### src/hw/rtl/tea_pkg.sv
// Shared types and constants for the TEA cipher round chain.
`default_nettype none

package tea_pkg;

    // Round constant added to the running sum once per full round
    localparam logic [31:0] TEA_DELTA = 32'h9E3779B9;

    // Mode codes carried with every beat
    localparam logic MODE_ENC = 1'b0;
    localparam logic MODE_DEC = 1'b1;

    // Key phase: which key pair a half round uses
    localparam logic KPH_K01 = 1'b0;
    localparam logic KPH_K23 = 1'b1;

    // Four key words as loaded from the register file
    typedef struct packed {
        logic [31:0] k0;
        logic [31:0] k1;
        logic [31:0] k2;
        logic [31:0] k3;
    } t_key_set;

    // Payload that moves from one cell to the next
    typedef struct packed {
        logic        mode;    // MODE_ENC or MODE_DEC
        logic        kphase;  // key pair used by the next half round
        logic [31:0] a;       // half updated by the next half round
        logic [31:0] b;       // half fed into the mix function
        logic [31:0] sum;     // running delta sum
    } t_tea_beat;

endpackage

`default_nettype wire

### src/hw/rtl/tea_cell.sv
// One TEA half round: mix one half into the other, swap, step the sum at the end of a full round.
`default_nettype none

module tea_cell (
    input  wire                 i_clk,
    input  wire                 i_rst_n,
    input  wire                 i_en,
    input  tea_pkg::t_key_set   i_key,
    input  wire                 i_valid,
    input  tea_pkg::t_tea_beat  i_beat,
    output logic                o_valid,
    output tea_pkg::t_tea_beat  o_beat
);
    import tea_pkg::*;

    logic        r_valid;
    t_tea_beat   r_beat;
    t_tea_beat   n_beat;
    logic [31:0] w_ka;
    logic [31:0] w_kb;
    logic [31:0] w_mix;
    logic [31:0] w_a_upd;
    logic        w_step_sum;

    // Pick the key pair for this half round
    assign w_ka = (i_beat.kphase == KPH_K23) ? i_key.k2 : i_key.k0;
    assign w_kb = (i_beat.kphase == KPH_K23) ? i_key.k3 : i_key.k1;

    // Mix the feed half with the key pair and the running sum
    assign w_mix = (({i_beat.b[27:0], 4'b0000}) + w_ka)
                 ^ (i_beat.b + i_beat.sum)
                 ^ (({5'b00000, i_beat.b[31:5]}) + w_kb);

    // Add on encrypt, subtract on decrypt
    assign w_a_upd = (i_beat.mode == MODE_DEC) ? (i_beat.a - w_mix) : (i_beat.a + w_mix);

    // Step the sum at the end of a full round
    assign w_step_sum = (i_beat.kphase != i_beat.mode);

    // Swap halves so the next cell always updates field a
    always_comb begin
        n_beat        = i_beat;
        n_beat.a      = i_beat.b;
        n_beat.b      = w_a_upd;
        n_beat.kphase = ~i_beat.kphase;
        if (w_step_sum) begin
            n_beat.sum = (i_beat.mode == MODE_DEC) ? (i_beat.sum - TEA_DELTA)
                                                   : (i_beat.sum + TEA_DELTA);
        end
    end

    // Advance the beat when the chain moves
    always_ff @(posedge i_clk) begin
        if (!i_rst_n) begin
            r_valid <= 1'b0;
        end else if (i_en) begin
            r_valid <= i_valid;
        end
    end

    always_ff @(posedge i_clk) begin
        if (i_en) begin
            r_beat <= n_beat;
        end
    end

    assign o_valid = r_valid;
    assign o_beat  = r_beat;

endmodule

`default_nettype wire

### config.mk
export PLATFORM = sky130hd
export DESIGN_NAME = tea_cell
export DESIGN_NICKNAME = d
export VERILOG_FILES = /design/src/hw/rtl/tea_pkg.sv /design/src/hw/rtl/tea_cell.sv
export SDC_FILE = /design/constraint.sdc
export NUM_CORES = 1
export LEC_CHECK = 0
export BUFFER_PORTS_ARGS = -buffer_cell sky130_fd_sc_hd__buf_2
export CAP_MARGIN = 10
export CELL_PAD_IN_SITES_DETAIL_PLACEMENT = 1
export CELL_PAD_IN_SITES_GLOBAL_PLACEMENT = 2
export CORE_AREA = 2 2 193 195
export CTS_CLUSTER_DIAMETER = 50
export DETAILED_ROUTE_END_ITERATION = 12
export DIE_AREA = 0 0 195 197
export GPL_TIMING_DRIVEN = 0
export PLACE_DENSITY = 0.9
export SYNTH_ARGS = -nofsm -noshare
export SYNTH_HDL_FRONTEND = slang
export SYNTH_SLANG_ARGS = --single-unit
export TNS_END_PERCENT = 20
### constraint.sdc
create_clock -name i_clk -period 14.2 [get_ports i_clk]
set_clock_uncertainty 0.05 [all_clocks]
set_input_delay 0.71 -clock i_clk [delete_from_list [all_inputs] [get_ports i_clk]]
set_output_delay 0.71 -clock i_clk [all_outputs]
set_load 0.05 [all_outputs]
==> results.yml <==
status:
  status: "finished clean"
timing:
  hold_viol_final: 0
  worstMarginPinSlew_ps: 1116
  fmax_mhz: 112.4
  period_share: 0.6266
  setup_violations: 0
  period_minus_slack_ps: 8898
  setup_tns_ps: 0
  slew_viol_final: 0
  rsz0062_at_grt: "no"
  slew_headroom: 0.2562
layout:
  syn_to_final_growth_pct: 20.28
  layout.cells.most_common: "buf_2"
  antenna_cells: 0
  drive_gt1_frac: 0.2604
  final_cell_mix: "buf_2, xnor2_1, ha_1"
  seq_area_sq_um: 2963
  fillerInstances: 4390
  multiInputGateArea_sq_um: 9301
  fin_nets: 2082
cts:
  numCtsBuffers: 9
  cts.clk_slew.worst_paths_ps: 80
  postCtsSetupRepairBufs: 0
  tritoncts: "done"
  cts_resized: 0
  clk_latency_ps: 380
  cts_root_buf: "clkbuf_16"
  cts_max_level: 3
  clk_path_buf_depth: 2
  hold_buffers: 0
  cts_num_sinks: 99
synth:
  syn_inst: 1361
  ys_types: 91
  synthesis.area_sq_um: 12510
  ys_warn_count: 0
  synth_edf_count: 98
  ys_seq_area_frac: 0.2368
  async_reset_ff_frac: 0
  ys_ff_latch: 99
  dominantRegCellSynth: "edfxtp_1"
  avgSynthCellArea_sq_um: 9.194
  synth_nets: 1743
floorplanning:
  die_w_um: 195
  placementRows: 70
  design.core.area_sq_um: 36260
  start_util: 0.3451
  io-pin-count: 329
  fp.dieH_um: 197
  die_area_sq_um: 38420
detailed_routing:
  drc: 0
  route.vias.total: 11730
  routed_wirelength_um: 44740
  drt-vias-per-instance: 5.397
  wl_per_cell_um: 20.59
  final_antenna_net_count: 0
  drtPass1Iterations: 4
  drt_iter0_markers: 398
setup_path:
  max_stage_delay_ps: 650
  crit_arrival_ps: 9000
  path_class: "primary input to flop"
  timing.rr.end: "o_valid"
  cp_slowest_cell: "clkbuf_1"
  crit_top_cell: "xnor2_1"
  startpoint_type: "primary input"
  worstPathRequired_ps: 14300
  r2r_cells: 2
  reg2reg_from: "o_valid"
  r2r_slack_ps: 13560
  critPathCaptureType: "flop"
  critPathMaxFanout: 10
min_path:
  min_path_type: "flop to flop"
  min_to: "o_valid"
  min_path_cells: 2
  worstHoldStart: "o_valid"
grt:
  grt_pass1_wl_um: 67880
  grt_antenna_before_repair: 0
  grt_overflow: 0
  grt.total_usage: 0.2310
  grt_max_degree: 53
  first_global_vias: 12230
pwr:
  p_leak_nw: 6.663
  finalPower_mw: 2.395
  irDropWorstVdd_v: 0.00007064
  power_density_nw_per_um2: 159.2
placement:
  io_buffers: 327
  hpwl_um: 38080
  globalplace.congestion: 0.8919
run:
  maxCapViolCount: 0
## cells in the mapped netlist (all sizes together), types with 6 or more instances
| library cell | number | area [sq um] |
|---|---|---|
| ha | 147 | 1839 |
| and2 | 14 | 90.09 |
| a41oi | 10 | 128.9 |
| a31oi | 24 | 156.4 |
| o21ai | 67 | 346.6 |
| xnor2 | 181 | 1623 |
| or3 | 7 | 43.79 |
| nor3 | 19 | 95.09 |
| a21boi | 6 | 45.04 |
| buf | 6 | 30.02 |
| inv | 40 | 150.1 |
| a211oi | 13 | 102.6 |
| nand3 | 27 | 135.1 |
| o2111ai | 6 | 52.55 |
| nand4 | 10 | 62.56 |
| o21a | 15 | 112.6 |
| mux2i | 11 | 110.1 |
| clkbuf | 18 | 68.81 |
| or2 | 7 | 43.79 |
| o21bai | 19 | 142.6 |
| nand2b | 15 | 93.84 |
| nor2b | 18 | 112.6 |
| nor2 | 96 | 360.4 |
| a21o | 70 | 525.5 |
| and3 | 18 | 117.6 |
| nand2 | 79 | 299.0 |
| o31ai | 10 | 80.07 |
| edfxtp | 98 | 2943 |
| o211ai | 8 | 60.06 |
| xor2 | 51 | 454.2 |
| a21oi | 129 | 656.9 |
| mux2 | 52 | 585.6 |
## stage by stage
| stage | cells | hold WS (ps) | cell area, sq um | setup slack, ps | util |
|---|---|---|---|---|---|
| floorplan | 1361 | 692.9 | 12510 | 6894 | - |
| global placement | 2156 | 452.0 | 14740 | 5122 | 0.4064 |
| detailed placement | 2157 | 474.2 | 14770 | 4912 | 0.4072 |
| CTS | 2173 | 466.3 | 15050 | 5247 | 0.4151 |
| global route | 2173 | 475.8 | 15050 | 4794 | 0.4151 |
| finish | 2173 | 481.1 | 15050 | 5302 | 0.4151 |
## flip-flops by register name, indices dropped and copies added (netlist names)
signal / cells
o_beat: 98
o_valid: 1
## metal layers
metal / global-route usage / routed length (um) / part of all wire
met5: 0 / 0 / 0
met4: 0.06927 / 977 / 0.022
met2: 0.4112 / 22210 / 0.50
met1: 0.2926 / 20280 / 0.45
met3: 0.02755 / 1271 / 0.028
## power by group
| part | total (mW) | internal, mW | switching (mW) |
|---|---|---|---|
| sequential | 0.460 | 0.445 | 0.0141 |
| clock | 0.253 | 0.122 | 0.131 |
| combinational | 1.68 | 0.656 | 1.03 |
## worst max-delay path: cells and delay by family
family | cells | cell delay [ps]
xor gates and xnor gates | 9 | 1850
buffers and inverters | 5 | 2180
muxes | 1 | 430
and+or+nand+nor | 4 | 900
AOI/OAI and AO/OA | 8 | 1950
adders and majority gates | 3 | 970
## area by class of cell
| type | count | area share |
|---|---|---|
| multi-input cells | 1198 | 0.6180 |
| flip-flops and latches | 99 | 0.1969 |
| well taps | 468 | 0.03891 |
| clock buffers | 9 | 0.01496 |
| inverters | 40 | 0.009976 |
| plain buffers | 24 | 0.006567 |
| repair buffers | 328 | 0.1107 |
| clock inverters | 7 | 0.003990 |
## logic make-up (layout without fill, tap and decap cells)
family / Yosys count / after routing / synth area share
AO/OA/AOI/OAI: 421 / 421 / 0.2319
XOR/XNOR: 235 / 235 / 0.1714
adder cells (fa/ha/maj): 152 / 152 / 0.1550
buffers and inverters: 64 / 408 / 0.01990
flip-flops: 99 / 99 / 0.2368
multiplexers: 63 / 63 / 0.05559
AND/OR/NAND/NOR: 327 / 327 / 0.1295
## how the worst max path moves through the flow
stage               start         end  slack [ps]
2_1_floorplan  i_beat[96]  o_beat[63]        6890
3_3_place_gp   i_beat[96]  o_beat[63]        5120
3_5_place_dp   i_beat[96]  o_beat[63]        4910
4_1_cts        i_beat[96]  o_beat[63]        5250
5_1_grt        i_beat[96]  o_beat[63]        4790
6_report       i_beat[96]  o_beat[63]        5300
(Power assumes the default switching activity.)
